<file path="src/sifr_pkg.sv">
package sifr_pkg;

    localparam int CfgIdxW = 3;

    localparam logic [CfgIdxW-1:0] CFG_FLAG_BYTE       = 3'd0;
    localparam logic [CfgIdxW-1:0] CFG_ESCAPE_BYTE     = 3'd1;
    localparam logic [CfgIdxW-1:0] CFG_ESC_FLAG_CODE   = 3'd2;
    localparam logic [CfgIdxW-1:0] CFG_ESC_ESCAPE_CODE = 3'd3;
    localparam logic [CfgIdxW-1:0] CFG_ADDRESS_BYTE    = 3'd4;
    localparam logic [CfgIdxW-1:0] CFG_CONTROL_SEQ0    = 3'd5;
    localparam logic [CfgIdxW-1:0] CFG_CONTROL_SEQ1    = 3'd6;

    localparam logic [7:0] RST_FLAG_BYTE       = 8'd126;
    localparam logic [7:0] RST_ESCAPE_BYTE     = 8'd125;
    localparam logic [7:0] RST_ESC_FLAG_CODE   = 8'd94;
    localparam logic [7:0] RST_ESC_ESCAPE_CODE = 8'd93;
    localparam logic [7:0] RST_ADDRESS_BYTE    = 8'd3;
    localparam logic [7:0] RST_CONTROL_SEQ0    = 8'd0;
    localparam logic [7:0] RST_CONTROL_SEQ1    = 8'd64;

    localparam int LenW = 13;

    localparam logic KIND_DATA    = 1'b0;
    localparam logic KIND_VERDICT = 1'b1;

    localparam logic [1:0] VERDICT_ACCEPTED  = 2'd0;
    localparam logic [1:0] VERDICT_DATA_ERR  = 2'd1;
    localparam logic [1:0] VERDICT_DUPLICATE = 2'd2;

    localparam logic ACK_RR  = 1'b0;
    localparam logic ACK_REJ = 1'b1;

    typedef struct packed {
        logic [7:0] flag_byte;
        logic [7:0] escape_byte;
        logic [7:0] escaped_flag_code;
        logic [7:0] escaped_escape_code;
        logic [7:0] address_byte;
        logic [7:0] control_seq0;
        logic [7:0] control_seq1;
    } t_cfg;

    typedef struct packed {
        logic            kind;
        logic [LenW-1:0] frame_length;
        logic            ack_seq;
        logic            ack_is_reject;
        logic [1:0]      verdict;
        logic [7:0]      data_byte;
    } t_result;

    typedef enum logic [5:0] {
        PH_HUNT = 6'b000001,
        PH_ADDR = 6'b000010,
        PH_CTRL = 6'b000100,
        PH_HCHK = 6'b001000,
        PH_DATA = 6'b010000,
        PH_ESC  = 6'b100000
    } t_phase;

endpackage

</file>
<file path="src/stuffed_info_frame_receiver.sv">
// The parser builds each result combinationally; the output buffer registers it.
// Throughput: one line byte per cycle while s_axis_tready is high; the header parser
// and destuffer handle each byte combinationally, and the two-entry output buffer keeps
// s_axis_tready high while one result waits on m_axis, dropping it when both are full.
// Reset: synchronous, active low; config and state registers return to their defaults,
// the parser hunts for a flag, and both output entries are emptied.
module stuffed_info_frame_receiver #(
    parameter int MAX_FRAME_LEN = 4096
) (
    input  logic        i_clk,
    input  logic        i_rst_n,
    input  logic        s_axis_tvalid,
    output logic        s_axis_tready,
    input  logic [7:0]  s_axis_tdata,   // [7:0] rx_byte
    output logic        m_axis_tvalid,
    input  logic        m_axis_tready,
    output logic [31:0] m_axis_tdata,   // [7:0] data_byte, [9:8] verdict, [10] ack_is_reject,
                                        // [11] ack_seq, [24:12] frame_length, [31:25] zero
    output logic        m_axis_tuser,   // [0] kind
    input  logic        i_cfg_valid,
    output logic        o_cfg_ready,
    input  logic [2:0]  i_cfg_index,
    input  logic [7:0]  i_cfg_data
);

    sifr_pkg::t_cfg    cfg;
    sifr_pkg::t_result res;
    sifr_pkg::t_result out_res;
    logic              res_valid;
    logic              in_accept;

    assign o_cfg_ready = 1'b1;
    assign in_accept   = s_axis_tvalid && s_axis_tready;

    sifr_cfg_regs u_cfg_regs (
        .i_clk      (i_clk),
        .i_rst_n    (i_rst_n),
        .i_wr_en    (i_cfg_valid && o_cfg_ready),
        .i_wr_index (i_cfg_index),
        .i_wr_data  (i_cfg_data),
        .o_cfg      (cfg)
    );

    sifr_parser #(
        .MAX_FRAME_LEN (MAX_FRAME_LEN)
    ) u_parser (
        .i_clk       (i_clk),
        .i_rst_n     (i_rst_n),
        .i_cfg       (cfg),
        .i_accept    (in_accept),
        .i_rx_byte   (s_axis_tdata),
        .o_res_valid (res_valid),
        .o_res       (res)
    );

    sifr_out_buf u_out_buf (
        .i_clk       (i_clk),
        .i_rst_n     (i_rst_n),
        .i_res_valid (res_valid),
        .i_res       (res),
        .o_in_ready  (s_axis_tready),
        .o_valid     (m_axis_tvalid),
        .i_ready     (m_axis_tready),
        .o_res       (out_res)
    );

    assign m_axis_tdata = {7'b0, out_res.frame_length, out_res.ack_seq, out_res.ack_is_reject,
                           out_res.verdict, out_res.data_byte};
    assign m_axis_tuser = out_res.kind;

endmodule

</file>
<file path="src/sifr_cfg_regs.sv">
module sifr_cfg_regs (
    input  logic                          i_clk,
    input  logic                          i_rst_n,
    input  logic                          i_wr_en,
    input  logic [sifr_pkg::CfgIdxW-1:0]  i_wr_index,
    input  logic [7:0]                    i_wr_data,
    output sifr_pkg::t_cfg                o_cfg
);

    sifr_pkg::t_cfg r_cfg;
    sifr_pkg::t_cfg n_cfg;

    always_comb begin
        n_cfg = r_cfg;
        if (i_wr_en) begin
            case (i_wr_index)
                sifr_pkg::CFG_FLAG_BYTE:       n_cfg.flag_byte           = i_wr_data;
                sifr_pkg::CFG_ESCAPE_BYTE:     n_cfg.escape_byte         = i_wr_data;
                sifr_pkg::CFG_ESC_FLAG_CODE:   n_cfg.escaped_flag_code   = i_wr_data;
                sifr_pkg::CFG_ESC_ESCAPE_CODE: n_cfg.escaped_escape_code = i_wr_data;
                sifr_pkg::CFG_ADDRESS_BYTE:    n_cfg.address_byte        = i_wr_data;
                sifr_pkg::CFG_CONTROL_SEQ0:    n_cfg.control_seq0        = i_wr_data;
                sifr_pkg::CFG_CONTROL_SEQ1:    n_cfg.control_seq1        = i_wr_data;
                default:                       n_cfg = r_cfg;
            endcase
        end
    end

    always_ff @(posedge i_clk) begin
        if (!i_rst_n) begin
            r_cfg.flag_byte           <= sifr_pkg::RST_FLAG_BYTE;
            r_cfg.escape_byte         <= sifr_pkg::RST_ESCAPE_BYTE;
            r_cfg.escaped_flag_code   <= sifr_pkg::RST_ESC_FLAG_CODE;
            r_cfg.escaped_escape_code <= sifr_pkg::RST_ESC_ESCAPE_CODE;
            r_cfg.address_byte        <= sifr_pkg::RST_ADDRESS_BYTE;
            r_cfg.control_seq0        <= sifr_pkg::RST_CONTROL_SEQ0;
            r_cfg.control_seq1        <= sifr_pkg::RST_CONTROL_SEQ1;
        end else begin
            r_cfg <= n_cfg;
        end
    end

    assign o_cfg = r_cfg;

endmodule

</file>
<file path="src/sifr_parser.sv">
module sifr_parser #(
    parameter int MAX_FRAME_LEN = 4096
) (
    input  logic              i_clk,
    input  logic              i_rst_n,
    input  sifr_pkg::t_cfg    i_cfg,
    input  logic              i_accept,
    input  logic [7:0]        i_rx_byte,
    output logic              o_res_valid,
    output sifr_pkg::t_result o_res
);

    localparam int CntW = $clog2(MAX_FRAME_LEN + 1);
    localparam logic [CntW-1:0] CntMax = CntW'(MAX_FRAME_LEN);

    sifr_pkg::t_phase r_phase, n_phase;
    logic [7:0]       r_saved_ctrl, n_saved_ctrl;
    logic             r_rx_seq, n_rx_seq;
    logic             r_exp_seq, n_exp_seq;
    logic [7:0]       r_pend_byte, n_pend_byte;
    logic             r_pend_valid, n_pend_valid;
    logic [7:0]       r_xor, n_xor;
    logic [CntW-1:0]  r_count, n_count;

    logic             push_en;
    logic [7:0]       push_data;
    logic [CntW+sifr_pkg::LenW-1:0] len_ext;

    assign len_ext = {{sifr_pkg::LenW{1'b0}}, r_count};

    always_comb begin
        n_phase      = r_phase;
        n_saved_ctrl = r_saved_ctrl;
        n_rx_seq     = r_rx_seq;
        n_exp_seq    = r_exp_seq;
        n_pend_byte  = r_pend_byte;
        n_pend_valid = r_pend_valid;
        n_xor        = r_xor;
        n_count      = r_count;
        push_en      = 1'b0;
        push_data    = i_rx_byte;
        o_res_valid  = 1'b0;
        o_res        = '0;

        if (i_accept) begin
            case (r_phase)
                sifr_pkg::PH_HUNT: begin
                    if (i_rx_byte == i_cfg.flag_byte) begin
                        n_phase = sifr_pkg::PH_ADDR;
                    end
                end
                sifr_pkg::PH_ADDR: begin
                    if (i_rx_byte == i_cfg.address_byte) begin
                        n_phase = sifr_pkg::PH_CTRL;
                    end else if (i_rx_byte == i_cfg.flag_byte) begin
                        n_phase = sifr_pkg::PH_ADDR;
                    end else begin
                        n_phase = sifr_pkg::PH_HUNT;
                    end
                end
                sifr_pkg::PH_CTRL: begin
                    if (i_rx_byte == i_cfg.control_seq0 || i_rx_byte == i_cfg.control_seq1) begin
                        n_saved_ctrl = i_rx_byte;
                        n_rx_seq     = (i_rx_byte != i_cfg.control_seq0);
                        n_phase      = sifr_pkg::PH_HCHK;
                    end else if (i_rx_byte == i_cfg.flag_byte) begin
                        n_phase = sifr_pkg::PH_ADDR;
                    end else begin
                        n_phase = sifr_pkg::PH_HUNT;
                    end
                end
                sifr_pkg::PH_HCHK: begin
                    if (i_rx_byte == (i_cfg.address_byte ^ r_saved_ctrl)) begin
                        n_phase      = sifr_pkg::PH_DATA;
                        n_pend_byte  = '0;
                        n_pend_valid = 1'b0;
                        n_xor        = '0;
                        n_count      = '0;
                    end else begin
                        n_phase = sifr_pkg::PH_HUNT;
                    end
                end
                sifr_pkg::PH_DATA: begin
                    if (i_rx_byte == i_cfg.flag_byte) begin
                        o_res_valid        = 1'b1;
                        o_res.kind         = sifr_pkg::KIND_VERDICT;
                        o_res.frame_length = len_ext[sifr_pkg::LenW-1:0];
                        n_phase            = sifr_pkg::PH_HUNT;
                        if (r_rx_seq != r_exp_seq) begin
                            o_res.verdict       = sifr_pkg::VERDICT_DUPLICATE;
                            o_res.ack_is_reject = sifr_pkg::ACK_REJ;
                            o_res.ack_seq       = ~r_rx_seq;
                        end else if (r_pend_valid && r_xor == r_pend_byte) begin
                            o_res.verdict       = sifr_pkg::VERDICT_ACCEPTED;
                            o_res.ack_is_reject = sifr_pkg::ACK_RR;
                            o_res.ack_seq       = ~r_rx_seq;
                            n_exp_seq           = ~r_exp_seq;
                        end else begin
                            o_res.verdict       = sifr_pkg::VERDICT_DATA_ERR;
                            o_res.ack_is_reject = sifr_pkg::ACK_REJ;
                            o_res.ack_seq       = r_rx_seq;
                        end
                    end else if (i_rx_byte == i_cfg.escape_byte) begin
                        n_phase = sifr_pkg::PH_ESC;
                    end else begin
                        push_en = 1'b1;
                    end
                end
                sifr_pkg::PH_ESC: begin
                    n_phase = sifr_pkg::PH_DATA;
                    if (i_rx_byte == i_cfg.escaped_flag_code) begin
                        push_en   = 1'b1;
                        push_data = i_cfg.flag_byte;
                    end else if (i_rx_byte == i_cfg.escaped_escape_code) begin
                        push_en   = 1'b1;
                        push_data = i_cfg.escape_byte;
                    end
                end
                default: begin
                    n_phase = sifr_pkg::PH_HUNT;
                end
            endcase

            if (push_en) begin
                if (r_pend_valid) begin
                    o_res_valid     = 1'b1;
                    o_res.kind      = sifr_pkg::KIND_DATA;
                    o_res.data_byte = r_pend_byte;
                    n_xor           = r_xor ^ r_pend_byte;
                    if (r_count < CntMax) begin
                        n_count = r_count + CntW'(1);
                    end
                end
                n_pend_byte  = push_data;
                n_pend_valid = 1'b1;
            end
        end
    end

    always_ff @(posedge i_clk) begin
        if (!i_rst_n) begin
            r_phase      <= sifr_pkg::PH_HUNT;
            r_rx_seq     <= 1'b0;
            r_exp_seq    <= 1'b0;
            r_pend_valid <= 1'b0;
            r_xor        <= '0;
            r_count      <= '0;
        end else begin
            r_phase      <= n_phase;
            r_rx_seq     <= n_rx_seq;
            r_exp_seq    <= n_exp_seq;
            r_pend_valid <= n_pend_valid;
            r_xor        <= n_xor;
            r_count      <= n_count;
        end
    end

    always_ff @(posedge i_clk) begin
        r_saved_ctrl <= n_saved_ctrl;
        r_pend_byte  <= n_pend_byte;
    end

endmodule

</file>
<file path="src/sifr_out_buf.sv">
module sifr_out_buf (
    input  logic              i_clk,
    input  logic              i_rst_n,
    input  logic              i_res_valid,
    input  sifr_pkg::t_result i_res,
    output logic              o_in_ready,
    output logic              o_valid,
    input  logic              i_ready,
    output sifr_pkg::t_result o_res
);

    logic              r_out_valid, n_out_valid;
    logic              r_skid_valid, n_skid_valid;
    sifr_pkg::t_result r_out, n_out;
    sifr_pkg::t_result r_skid, n_skid;
    logic              out_take;

    assign out_take   = r_out_valid && i_ready;
    assign o_in_ready = !r_skid_valid;

    always_comb begin
        n_out_valid  = r_out_valid;
        n_skid_valid = r_skid_valid;
        n_out        = r_out;
        n_skid       = r_skid;
        if (r_skid_valid) begin
            if (out_take) begin
                n_out        = r_skid;
                n_skid_valid = 1'b0;
            end
        end else if (i_res_valid) begin
            if (!r_out_valid || out_take) begin
                n_out       = i_res;
                n_out_valid = 1'b1;
            end else begin
                n_skid       = i_res;
                n_skid_valid = 1'b1;
            end
        end else if (out_take) begin
            n_out_valid = 1'b0;
        end
    end

    always_ff @(posedge i_clk) begin
        if (!i_rst_n) begin
            r_out_valid  <= 1'b0;
            r_skid_valid <= 1'b0;
        end else begin
            r_out_valid  <= n_out_valid;
            r_skid_valid <= n_skid_valid;
        end
    end

    always_ff @(posedge i_clk) begin
        r_out  <= n_out;
        r_skid <= n_skid;
    end

    assign o_valid = r_out_valid;
    assign o_res   = r_out;

endmodule

</file>
<file path="config.mk">
export PLATFORM = sky130hd
export DESIGN_NAME = stuffed_info_frame_receiver
export DESIGN_NICKNAME = d
export VERILOG_FILES = /design/src/sifr_pkg.sv /design/src/stuffed_info_frame_receiver.sv /design/src/sifr_cfg_regs.sv /design/src/sifr_parser.sv /design/src/sifr_out_buf.sv
export SDC_FILE = /design/constraint.sdc
export NUM_CORES = 1
export LEC_CHECK = 0
export BUFFER_PORTS_ARGS = -buffer_cell sky130_fd_sc_hd__buf_2
export CORE_MARGIN = 1.5
export CORE_UTILIZATION = 65
export DETAILED_ROUTE_END_ITERATION = 12
export GPL_ROUTABILITY_DRIVEN = 0
export PLACE_DENSITY = 0.86
export RECOVER_POWER = 50
export SYNTH_ARGS = -nofsm -noshare
export SYNTH_HDL_FRONTEND = slang
export SYNTH_SLANG_ARGS = --single-unit
</file>
<file path="constraint.sdc">
create_clock -name i_clk -period 10 [get_ports i_clk]
set_clock_uncertainty 0.1 [all_clocks]
set_input_delay 2 -clock i_clk [delete_from_list [all_inputs] [get_ports i_clk]]
set_output_delay 2 -clock i_clk [all_outputs]
set_load 0.01 [all_outputs]
</file>
# Yosys cells after proc, flatten, opt, wreduce, memory -nomap -nowiden
# Index checks and enable logic that the tools add are counted.
totals:
  rom_bits: 0
  latch_bits: 0
  elab_cells: 149
  mem_bits_rw: 0
  out_inout_bits: 36
  in_bits: 24
  mem_count: 0
  register_bits: 156
classes:
  n_eq_ne: 27
  shifts: 0
  n_div: 0
  reduce_logical: 27
  n_bitwise: 7
  add_sub_neg: 1
  n_mux: 57
  multipliers: 0
  n_lt_le_gt_ge: 1
op_table:
  columns: ["cell", "n"]
  rows:
  - ["$mux W26", 5]
  - ["$mux W8", 12]
  - ["$eq A8 B8 Y1", 9]
  - ["$mux W13", 5]
  - ["$mux W18", 2]
  - ["$pmux W6 S6", 1]
  - ["$mux W6", 4]
  - ["$mux W1", 22]
  - ["$reduce_and A3 Y1", 6]
  - ["$xor A8 B8 Y8", 2]
  - ["$reduce_and A2 Y1", 7]
  - ["$add A13 B1 Y13 const B", 1]
  - ["$lt A13 B13 Y1 const B", 1]
  - ["$mux W4", 3]
  - ["$reduce_bool A2 Y1", 5]
  - ["$eq A3 B3 Y1 const B", 3]
  - ["$ne A8 B8 Y1", 1]
  - ["$eq A3 B2 Y1 const B", 2]
  - ["$eq A6 B1 Y1 const B", 1]
  - ["$eq A6 B2 Y1 const B", 1]
  - ["$eq A6 B3 Y1 const B", 1]
  - ["$eq A6 B4 Y1 const B", 1]
  - ["$eq A6 B5 Y1 const B", 1]
  - ["$eq A6 B6 Y1 const B", 1]
  - ["14 further kinds", 23]

# Logic depth before layout (Yosys ltp)
# Gate-level depths: netlist of run 1.
depth:
  word_depth: 12
  depth_mapped: 8

# By module
# A second synthesis of run 1 with hierarchy kept.
unflattened:
  cells_unflattened: 687
  area_unflattened_um2: 7672.4
by_module_without_submodules:
  columns: ["module", "cells_per_inst", "n_inst", "area_each_um2"]
  rows:
  - ["sifr_parser", 374, 1, 3424.5]
  - ["sifr_cfg_regs", 207, 1, 2187.1]
  - ["sifr_out_buf", 95, 1, 1986.9]
  - ["stuffed_info_frame_receiver", 11, 1, 73.8]

# Worst setup path after synthesis of run 1
# No wires, ideal clock.
synth_timing:
  path_type: "input -> register"
  from: "input port s_axis_tdata[6]"
  to: "register u_out_buf.r_out (netlist bit u_out_buf.o_res[0]), enable pin"
  setup_ns: 0.418
  path_stages: 7
  required_time_ns: 9.482
  setup_slack_ns: 4.869
  arrival_time_ns: 4.614
  path_cell_list: "buf_2 -> xor2_1 -> nor4_1 -> a22oi_1 -> a2bb2oi_4 -> o32a_1 -> a21oi_1"
synth_via:
  elab_chain_cells: 9
  elab_cells_between_ends: 17
  cone_classes: "4 x eq/ne; 11 x mux; 2 x reduce/logical"
synth_rtl:
  columns: ["item", "line_no", "rtl"]
  rows:
  - ["start, declared", "stuffed_info_frame_receiver.sv:14", "input logic [7:0] s_axis_tdata,"]
  - ["$eq A8 B8 Y1 (on tied branches)", "sifr_parser.sv:114, sifr_parser.sv:103", null]
  - ["$mux W1 (on tied branches)", "sifr_parser.sv:114, sifr_parser.sv:103", null]
  - ["$mux W1 (on tied branches)", "sifr_parser.sv:111, sifr_parser.sv:84", null]
  - ["$pmux W1 S2", "sifr_parser.sv:46", "case (r_phase)"]
  - ["$mux W1", "sifr_parser.sv:45", "if (i_accept) begin"]
  - ["$mux W1 *", "sifr_parser.sv:124", "if (push_en) begin"]
  - ["$mux W1 *", "sifr_parser.sv:45", null]
  - ["$reduce_bool A2 Y1 (no line) *", null, null]
  - ["$reduce_and A3 Y1 (no line) *", null, null]
  - ["end signal, assigned", "sifr_out_buf.sv:55", "r_out <= n_out;"]
  - ["end, declared", "sifr_out_buf.sv:14", "sifr_pkg::t_result r_out, n_out;"]
# Mark *: on every way between the ends. The rest lies on a longest branch, timed or not. The select of a mux whose other input is x is not followed.
# A chain may end at the register's enable or synchronous reset.

# Final worst setup path of run 1
layout_timing:
  from: "input port s_axis_tdata[5]"
  to: "register u_out_buf.r_skid[20] (netlist bit), enable pin"
layout_via:
  elab_chain_cells: 8
  elab_cells_between_ends: 16
  cone_classes: "4 x eq/ne; 11 x mux; 1 x reduce/logical"
layout_rtl:
  columns: ["item", "line_no", "rtl"]
  rows:
  - ["$eq A8 B8 Y1 (on tied branches)", "sifr_parser.sv:114, sifr_parser.sv:103", null]
  - ["$mux W1 (on tied branches)", "sifr_parser.sv:114, sifr_parser.sv:103", null]
  - ["$mux W1 (on tied branches)", "sifr_parser.sv:111, sifr_parser.sv:84", null]
  - ["$pmux W1 S2", "sifr_parser.sv:46", null]
  - ["$mux W1", "sifr_parser.sv:45", null]
  - ["$mux W1 *", "sifr_parser.sv:124", null]
  - ["$mux W1 *", "sifr_parser.sv:45", null]
  - ["$reduce_and A3 Y1 (no line) *", null, null]
  - ["end signal, assigned", "sifr_out_buf.sv:56", "r_skid <= n_skid;"]
  - ["end, declared", "sifr_out_buf.sv:15", "sifr_pkg::t_result r_skid, n_skid;"]
# Marked as above.

==> summary.log, run 1 <==
qor: timing.maxSlewHeadroom -0.351
qor: finish.layout.cells.non_filler 948
qor: yosys.syn-instance-count 755
qor: timing.rsz0062_at_grt no
qor: clock_tree.numCtsBuffers 17
qor: worst_hold_path.min-delay-path-class flip-flop to flip-flop
qor: placed_design.portBuffers 51
qor: route.wl_per_cell 18.2 um
qor: die.floorplan.die.width 110 um
qor: grt.gr-usage-all-layers 0.304
qor: grt.grt_antenna_before_repair 0
qor: clock_tree.clk_pin_slew 0.06 ns
qor: timing.count_of_final_max_slew_check_failures 77
qor: timing.fmax 183 MHz
qor: grt.grt_start_max_net_pins 43
qor: grt.grt_pass1_wl 27800 um
qor: setup_path.worstPathRequired 9.94 ns
qor: clock_tree.cts_tree built
qor: setup_path.critical_path_peak_fanout 26
qor: pwr.powerDensity 178 nW/um^2
qor: route.antenna_violating_nets_post_route 0
qor: clock_tree.cts-root-to-sink-buffers 2
qor: timing.timing.final.setup_violations 0
qor: pwr.ir_drop_worst_vdd 0.119 mV
qor: finish.n_antenna_cell 0
qor: route.route.detailed.vias_per_inst 6.11
qor: clock_tree.clkSinkCount 156
qor: yosys.number_of_enable_flip_flop_cells_after_synthesis 68
qor: setup_path.worst_path_arrival 5.40 ns
qor: setup_path.cp_slowest_cell sky130_fd_sc_hd__o21a_1
qor: route.wl 17200 um
qor: clock_tree.ctsHoldBuffers 0
qor: die.initial_util 0.677
qor: clock_tree.cts_repair_resize_count 0
qor: yosys.syn-mean-instance-area 9.85 um^2
qor: die.io_pins 60
qor: pwr.static-leakage-power 3.09 nW
qor: route.drt_pre_antenna_iters 5
qor: die.fp.dieArea 12100 um^2
qor: setup_path.timing.reg2reg.setup_slack 6.10 ns
qor: placed_design.place.detailed.hpwl 11400 um
qor: die.std_cell_rows 38
qor: clock_tree.htree_num_levels 4
qor: timing.hold_violations 0
qor: setup_path.critical_path.startpoint_type primary input
qor: grt.grt_pass1_vias 5744
qor: placed_design.dpl.cell_count 916
qor: outcome.status finished with violations
qor: clock_tree.worstSkewPairLatency 0.42 ns
qor: yosys.synth.yosys.warnings 0
qor: yosys.yosys-top-cells-count sky130_fd_sc_hd__nand2_1 (154), sky130_fd_sc_hd__dfxtp_1 (88), sky130_fd_sc_hd__edfxtp_1 (68), sky130_fd_sc_hd__xor2_1 (58), sky130_fd_sc_hd__nand3_1 (44)
qor: yosys.synth.most_common_cell sky130_fd_sc_hd__nand2_1
qor: die.dieHeight 110 um
qor: yosys.netlist_top_cells_area sky130_fd_sc_hd__edfxtp_1 (27%), sky130_fd_sc_hd__dfxtp_1 (24%), sky130_fd_sc_hd__nand2_1 (7.8%)
qor: clock_tree.postCtsSetupRepairBufs 0
qor: finish.post_route_cells_drive_above_1_share 0.0631
qor: yosys.synth_seq_area_share 0.511
qor: yosys.syn-cell-area 7440 um^2
qor: timing.fin_crit_sh 0.546
qor: setup_path.setup.worst_path.class primary input to flip-flop
qor: timing.worst_slew_pin_slew 2.03 ns
qor: timing.fin_crit_period 5.46 ns
qor: yosys.synthDominantAreaCellType sky130_fd_sc_hd__edfxtp_1
qor: finish.area_growth_syn_to_fin 10.4%
qor: die.core_box_area 11000 um^2
qor: yosys.synth_top_area_share 0.275
qor: clock_tree.cts_root_buf sky130_fd_sc_hd__clkbuf_16
qor: setup_path.worstPathCellList clkbuf_1 > xor2_1 > nor4_1 > a21oi_1 > a2bb2oi_1 > nor2_1 > o21a_1
qor: grt.gr-total-overflow 0
qor: timing.setup_tns 0 ns
qor: outcome.violations max-capacitance violations, max-slew violations
qor: finish.final_nets 820
qor: route.detailroute.via_count 5795
qor: yosys.postSynth.asyncResetShare 0
qor: yosys.postSynthRegisterBits 156
qor: yosys.synth.distinct_cells 57
qor: setup_path.critPathMaxStageDelay 0.93 ns
qor: setup_path.end_kind flip-flop
qor: pwr.totalPowerFinal 1.46 mW
qor: route.route.detailed.drc 0
qor: yosys.most_instantiated_flip_flop_cell_in_the_synthesis_netlist sky130_fd_sc_hd__dfxtp_1
qor: run.timing.max_cap.violations 2
qor: route.drt-initial-drc-count 435
-- through the flow --
stage | hold WS, ns | instance area [um^2] | utilization | worst slack (ns)
2_1_floorplan | 0.348 | 7460 | - | 4.87
3_3_place_gp | 0.354 | 7710 | 0.702 | 5.12
3_5_place_dp | 0.360 | 7710 | 0.702 | 5.04
4_1_cts | 0.369 | 8300 | 0.756 | 5.45
5_1_grt | 0.395 | 8210 | 0.747 | 4.24
6_report | 0.369 | 8210 | 0.747 | 4.54
-- kinds of logic after synthesis --
| logic type | after synthesis | synth area share |
|---|---|---|
| AND/OR/NAND/NOR | 324 | 0.214 |
| flip-flops | 156 | 0.511 |
| AO/OA/AOI/OAI | 123 | 0.114 |
| XOR/XNOR | 73 | 0.101 |
| buffers and inverters | 63 | 0.0397 |
| multiplexers | 13 | 0.0175 |
| other | 2 | 0.00101 |
| adder cells (fa/ha/maj) | 1 | 0.00168 |
-- state kept, by name (all words and copies together), names as in the netlist, 6 cells and up --
signal,count
u_parser.r_saved_ctrl,8
u_parser.r_phase,6
u_cfg_regs.o_cfg,56
u_parser.r_pend_byte,8
u_out_buf.o_res,26
u_out_buf.r_skid,26
u_parser.r_xor,8
u_parser.r_count,13
-- layout make-up --
cell class                 instances  area (um^2)
tap                              140          175
inverter                          25         93.8
sequential                       156         3800
multi-input combinational        542         3320
clock buffer                      22          454
clock inverter                    10          141
fill                             727         2770
timing repair buffer              53          220
-- path summary, 6_finish.rpt --
| check | startpoint | to | depth (start not counted) |
|---|---|---|---|
| max | s_axis_tdata[5] | u_out_buf.r_skid[20]$_DFFE_PP_ | 7 |
| min | u_cfg_regs.o_cfg[3]$_SDFFE_PN0P_ | u_cfg_regs.o_cfg[3]$_SDFFE_PN0P_ | 2 |
| max reg2reg | u_parser.r_phase[1]$_SDFFE_PN0P_ | u_out_buf.r_skid[20]$_DFFE_PP_ | 6 |
| min reg2reg | u_cfg_regs.o_cfg[3]$_SDFFE_PN0P_ | u_cfg_regs.o_cfg[3]$_SDFFE_PN0P_ | 2 |
-- metal layers --
metal / share of wire / wire, um / vias to the layer above / global-route usage
met2: 0.50 / 8550 / 258 / 0.523
met1: 0.40 / 6850 / 2767 / 0.364
met4: 0.038 / 661 / 0 / 0.158
li1: - / - / 2706 / -
met5: 0 / 0 / - / 0
met3: 0.068 / 1170 / 64 / 0.0516
-- cells in the final DEF, fill, tap and decap left out, drive strengths merged, types with 5 or more instances in the layout --
master	count
mux2i	13
xnor2	7
buf	15
a22o	8
nor3	11
xor2	58
edfxtp	68
o221ai	14
nor4	16
and2	24
dfxtp	88
nand3	45
nand2b	15
nor2b	8
a21oi	41
xnor3	8
a21o	20
o21ai	21
nand2	154
conb	8
clkinvlp	5
nand4	16
nor2	20
clkbuf	60
inv	24
-- critical path: cells and delay by family --
| family | cells | cell delay, ns |
|---|---|---|
| AO/OA/AOI/OAI | 3 | 1.69 |
| XOR/XNOR | 1 | 0.22 |
| buffers and inverters | 1 | 0.59 |
| AND/OR/NAND/NOR | 2 | 0.88 |
-- power breakdown --
group	total (mW)	internal, mW	switching, mW	leakage [nW]
Combinational	0.122	0.0461	0.0758	1.54
Clock	0.650	0.399	0.251	0.273
Sequential	0.692	0.674	0.0183	1.28
Total	1.46	1.12	0.346	3.09
No activity file was read; power rests on OpenSTA's default activity.
==> run 2: changes to the inputs <==
--- a/config.mk
+++ b/config.mk
@@ -7,10 +7,10 @@
 export LEC_CHECK = 0
 export BUFFER_PORTS_ARGS = -buffer_cell sky130_fd_sc_hd__buf_2
 export CORE_MARGIN = 1.5
-export CORE_UTILIZATION = 65
+export CORE_UTILIZATION = 60
 export DETAILED_ROUTE_END_ITERATION = 12
 export GPL_ROUTABILITY_DRIVEN = 0
-export PLACE_DENSITY = 0.86
+export PLACE_DENSITY = 0.8
 export RECOVER_POWER = 50
 export SYNTH_ARGS = -nofsm -noshare
 export SYNTH_HDL_FRONTEND = slang
==> constraint.sdc (replaced) <==
create_clock -name i_clk -period 5.3 [get_ports i_clk]
set_clock_uncertainty 0.1 [all_clocks]
set_input_delay 1.06 -clock i_clk [delete_from_list [all_inputs] [get_ports i_clk]]
set_output_delay 1.06 -clock i_clk [all_outputs]
set_load 0.01 [all_outputs]
==> summary.log, run 2 (synthesis gave the netlist of run 1 again) <==
qor: clock_tree.ctsHoldBuffers 0
qor: outcome.status finished with violations
qor: setup_path.critPathMaxStageDelay 0.63 ns
qor: grt.gr-usage-all-layers 0.270
qor: grt.grt_pass1_wl 27000 um
qor: die.dieHeight 114 um
qor: route.drt_pre_antenna_iters 5
qor: timing.fmax 240 MHz
qor: finish.commonest_non_fill_non_tap_cells_in_the_layout sky130_fd_sc_hd__nand2_1 (154), sky130_fd_sc_hd__dfxtp_1 (88), sky130_fd_sc_hd__edfxtp_1 (68)
qor: setup_path.worst_path_arrival 4.08 ns
qor: timing.fin_crit_sh 0.786
qor: pwr.powerDensity 333 nW/um^2
qor: clock_tree.htree_num_levels 4
qor: timing.rsz0062_at_grt no
qor: grt.grt_pass1_vias 5549
qor: placed_design.portBuffers 51
qor: finish.layout.cells.most_common sky130_fd_sc_hd__nand2_1
qor: timing.setup_tns 0 ns
qor: timing.timing.final.setup_violations 0
qor: pwr.ir_drop_worst_vdd 0.278 mV
qor: run.timing.max_cap.violations 2
qor: route.antenna_violating_nets_post_route 0
qor: timing.hold_violations 0
qor: timing.worst_slew_pin_slew 1.61 ns
qor: worst_hold_path.min-delay-path-class flip-flop to flip-flop
qor: route.wl 16600 um
qor: timing.count_of_final_max_slew_check_failures 67
qor: route.route.detailed.drc 0
qor: clock_tree.postCtsSetupRepairBufs 0
qor: finish.post_route_cells_drive_above_1_share 0.0620
qor: outcome.violations max-capacitance violations, max-slew violations
qor: clock_tree.cts_tree built
qor: placed_design.dpl.cell_count 944
qor: clock_tree.clkSinkCount 156
qor: setup_path.critical_path.startpoint_type primary input
qor: finish.area_growth_syn_to_fin 10.7%
qor: clock_tree.cts_repair_resize_count 0
qor: pwr.static-leakage-power 3.09 nW
qor: setup_path.end_kind flip-flop
qor: setup_path.worstPathCellList clkbuf_1 > xor2_1 > nor4_1 > a21oi_1 > a2bb2oi_1 > nor2_4 > o21a_1
qor: setup_path.cp_slowest_cell sky130_fd_sc_hd__nor4_1
qor: clock_tree.worstSkewPairLatency 0.43 ns
qor: route.route.detailed.vias_per_inst 5.81
qor: grt.grt_start_max_net_pins 34
qor: setup_path.worstPathRequired 5.22 ns
qor: grt.grt_antenna_before_repair 0
qor: route.drt-initial-drc-count 381
qor: timing.fin_crit_period 4.16 ns
qor: die.core_box_area 12100 um^2
qor: finish.n_antenna_cell 0
qor: route.detailroute.via_count 5664
qor: clock_tree.cts_root_buf sky130_fd_sc_hd__clkbuf_16
qor: clock_tree.clk_pin_slew 0.06 ns
qor: setup_path.setup.worst_path.class primary input to flip-flop
qor: clock_tree.numCtsBuffers 17
qor: grt.gr-total-overflow 0
qor: die.initial_util 0.617
qor: clock_tree.cts-root-to-sink-buffers 2
qor: finish.layout.cells.non_filler 975
qor: route.wl_per_cell 17.0 um
qor: finish.largest_register_ff_count 56
qor: die.fp.dieArea 13100 um^2
qor: finish.final_nets 820
qor: die.floorplan.die.width 114 um
qor: setup_path.critical_path_peak_fanout 26
qor: die.std_cell_rows 40
qor: die.io_pins 60
qor: timing.maxSlewHeadroom -0.0752
qor: placed_design.place.detailed.hpwl 11600 um
-- run 2: cell count changes in the layout (fill, tap and decap cells not counted), sizes merged --
cell / delta
clkinvlp: -2
clkinv: +3
inv: +1
buf: -1
clkbuf: -2
-- run 2: worst max-delay path, delay by kind of cell --
| kind | cells | cell delay [ns] |
|---|---|---|
| AOI/OAI and AO/OA | 3 | 1.48 |
| buffers and inverters | 1 | 0.57 |
| xor gates and xnor gates | 1 | 0.15 |
| and+or+nand+nor | 2 | 0.82 |
-- run 2: through the flow --
stage / hold WS [ns] / total power, mW / area (um^2) / setup WS (ns) / util
after CTS: 0.368 / 2.75 / 8320 / 1.76 / 0.690
after floorplan: 0.348 / 1.50 / 7460 / 1.11 / -
after global routing: 0.386 / 2.83 / 8240 / 0.857 / 0.683
after detailed placement: 0.359 / 1.56 / 7740 / 1.33 / 0.642
final: 0.368 / 2.74 / 8240 / 1.14 / 0.683
after global placement: 0.354 / 1.55 / 7740 / 1.37 / 0.642
-- run 2: final cells by class --
| class | instances | area [um^2] |
|---|---|---|
| clock inverters | 12 | 148 |
| fillers | 896 | 3830 |
| flip-flops and latches | 156 | 3800 |
| clock buffers | 19 | 433 |
| inverters | 25 | 93.8 |
| repair buffers | 53 | 219 |
| well taps | 168 | 210 |
| multi-input cells | 542 | 3330 |
-- run 2: path summary, 6_finish.rpt --
path	start	to	slack [ns]	cells past startpoint
max	s_axis_tdata[3]	u_out_buf.r_skid[5]$_DFFE_PP_	1.14	7
max reg2reg	u_parser.r_phase[0]$_SDFFE_PN1P_	u_out_buf.r_skid[5]$_DFFE_PP_	1.86	6
min reg2reg	u_cfg_regs.o_cfg[8]$_SDFFE_PN0P_	u_cfg_regs.o_cfg[8]$_SDFFE_PN0P_	0.37	2
min	u_cfg_regs.o_cfg[8]$_SDFFE_PN0P_	u_cfg_regs.o_cfg[8]$_SDFFE_PN0P_	0.37	2
-- run 2: power breakdown --
part | leakage [nW] | switching [mW] | internal (mW)
Combinational | 1.54 | 0.144 | 0.0868
Clock | 0.274 | 0.471 | 0.734
Sequential | 1.28 | 0.0337 | 1.27
-- run 2: metal layers --
layer	GRT usage	part of all wire	up-vias
li1	-	-	2717
met1	0.314	0.40	2664
met2	0.479	0.51	247
met3	0.0651	0.065	36
met4	0.109	0.023	0
met5	0	0	-
==> run 3: changes to the inputs <==
==> constraint.sdc (replaced) <==
create_clock -name i_clk -period 4.35 [get_ports i_clk]
set_clock_uncertainty 0.1 [all_clocks]
set_input_delay 0.87 -clock i_clk [delete_from_list [all_inputs] [get_ports i_clk]]
set_output_delay 0.87 -clock i_clk [all_outputs]
set_load 0.01 [all_outputs]
==> summary.log, run 3 (synthesis gave the netlist of run 1 again) <==
qor: setup_path.worst_path_dominant_cell_family buffers and inverters
qor: setup_path.worstPathCellList clkbuf_1 > clkinv_1 > buf_4 > nor3_1 > a41oi_1
qor: die.floorplan.die.width 114 um
qor: setup_path.critPathBufInv 3
qor: clock_tree.cts-root-to-sink-buffers 2
qor: clock_tree.htree_num_levels 4
qor: setup_path.critical_path_peak_fanout 33
qor: clock_tree.numCtsBuffers 17
qor: outcome.status finished with violations
qor: finish.largest_register_ff_count 56
qor: timing.worst_slew_pin_slew 1.69 ns
qor: grt.grt_antenna_before_repair 0
qor: finish.n_antenna_cell 0
qor: route.route.detailed.vias_per_inst 5.79
qor: timing.setup_tns 0 ns
qor: timing.fmax 280 MHz
qor: clock_tree.worstSkewPairLatency 0.43 ns
qor: pwr.ir_drop_worst_vdd 0.313 mV
qor: clock_tree.cts_root_buf sky130_fd_sc_hd__clkbuf_16
qor: timing.fin_crit_period 3.58 ns
qor: timing.timing.final.setup_violations 0
qor: outcome.violations max-capacitance violations, max-slew violations
qor: placed_design.place_area 7760 um^2
qor: finish.commonest_non_fill_non_tap_cells_in_the_layout sky130_fd_sc_hd__nand2_1 (154), sky130_fd_sc_hd__dfxtp_1 (88), sky130_fd_sc_hd__edfxtp_1 (68)
qor: timing.fin_crit_sh 0.822
qor: finish.layout.cells.most_common sky130_fd_sc_hd__nand2_1
qor: clock_tree.cts_tree built
qor: pwr.powerDensity 409 nW/um^2
qor: setup_path.worstPathRequired 4.53 ns
qor: clock_tree.cts_repair_resize_count 0
qor: die.dieHeight 114 um
qor: die.io_pins 60
qor: grt.grt_pass1_vias 5414
qor: clock_tree.clk_pin_slew 0.07 ns
qor: grt.grt_pass1_wl 26400 um
qor: route.route.detailed.drc 0
qor: setup_path.critical_path_depth 5
qor: setup_path.worst_path_arrival 3.75 ns
qor: worst_hold_path.worstHoldPathCells 2
qor: finish.final_nets 823
qor: timing.rsz0062_at_grt no
qor: die.fp.dieArea 13100 um^2
qor: placed_design.portBuffers 51
qor: pwr.totalPowerFinal 3.40 mW
qor: placed_design.placement.setup.worst_slack 1.02 ns
qor: die.initial_util 0.617
qor: finish.post_route_cells_drive_above_1_share 0.0727
qor: timing.count_of_final_max_slew_check_failures 34
qor: clock_tree.postCtsSetupRepairBufs 0
qor: setup_path.critPathMaxStageDelay 1.19 ns
qor: run.timing.max_cap.violations 1
qor: timing.hold_violations 0
qor: route.wl_per_cell 16.9 um
qor: clock_tree.ctsHoldBuffers 0
qor: die.std_cell_rows 40
qor: timing.worst_hold_slack 0.369 ns
qor: setup_path.end_kind flip-flop
qor: finish.area_growth_syn_to_fin 11.7%
qor: worst_hold_path.min-delay-path-class flip-flop to flip-flop
qor: route.detailroute.via_count 5667
qor: grt.gr-total-overflow 0
qor: route.drt-initial-drc-count 421
qor: route.drt_pre_antenna_iters 5
qor: timing.timing.final.ws_setup 0.775 ns
qor: placed_design.place.detailed.hpwl 11600 um
qor: clock_tree.clkSinkCount 156
qor: finish.post-route-cell-area 8310 um^2
qor: route.antenna_violating_nets_post_route 0
qor: setup_path.ff2ff_path_depth 4
qor: pwr.static-leakage-power 3.14 nW
qor: setup_path.cp_slowest_cell sky130_fd_sc_hd__clkbuf_1
qor: route.wl 16600 um
qor: grt.grt_start_max_net_pins 34
qor: setup_path.critical_path.startpoint_type primary input
qor: grt.gr-usage-all-layers 0.264
qor: setup_path.setup.worst_path.class primary input to flip-flop
qor: die.core_box_area 12100 um^2
qor: timing.maxSlewHeadroom -0.129
-- run 3: cell count changes in the layout (fill, tap and decap cells not counted), sizes merged --
cell    delta
clkbuf     -3
buf        +4
clkinv     -1
inv        +4
-- run 3: where the power goes --
part           total, mW  switching, mW  internal, mW
combinational      0.281          0.173         0.107
clock               1.53          0.618         0.911
sequential          1.59         0.0411          1.55
total               3.40          0.832          2.57
-- run 3: per-stage QoR --
step | std cells | util
after CTS | 979 | 0.695
after global placement | 947 | 0.644
after detailed placement | 947 | 0.644
after floorplan | 761 | -
after global routing | 979 | 0.689
final | 979 | 0.689
-- run 3: path summary, 6_finish.rpt --
| path | start | end | slack [ns] |
|---|---|---|---|
| setup reg to reg | u_out_buf.r_skid_valid$_SDFF_PN0_ | u_out_buf.r_skid[12]$_DFFE_PP_ | 1.44 |
| hold reg to reg | u_cfg_regs.o_cfg[7]$_SDFFE_PN0P_ | u_cfg_regs.o_cfg[7]$_SDFFE_PN0P_ | 0.37 |
| hold / removal | u_cfg_regs.o_cfg[7]$_SDFFE_PN0P_ | u_cfg_regs.o_cfg[7]$_SDFFE_PN0P_ | 0.37 |
| setup / recovery | i_rst_n | u_parser.r_phase[0]$_SDFFE_PN1P_ | 0.77 |
-- run 3: tightest hold or removal path, cell delays in order, from the launching register on --
cell	delay [ns]
sky130_fd_sc_hd__dfxtp_1	0.32
sky130_fd_sc_hd__nand2_1	0.05
sky130_fd_sc_hd__a21oi_1	0.05
-- run 3: area by class of cell --
type,instances,area [um^2]
fillers,930,3750
repair buffers,56,245
multi-input cells,542,3350
flip-flops and latches,156,3800
inverters,25,93.8
clock buffers,17,425
clock inverters,15,186
well taps,168,210
-- run 3: layer usage --
layer | wire length (um) | GRT usage | vias up
li1 | - | - | 2728
met1 | 6690 | 0.310 | 2669
met2 | 8300 | 0.467 | 226
met3 | 1070 | 0.0508 | 44
met4 | 505 | 0.123 | 0
met5 | 0 | 0 | -
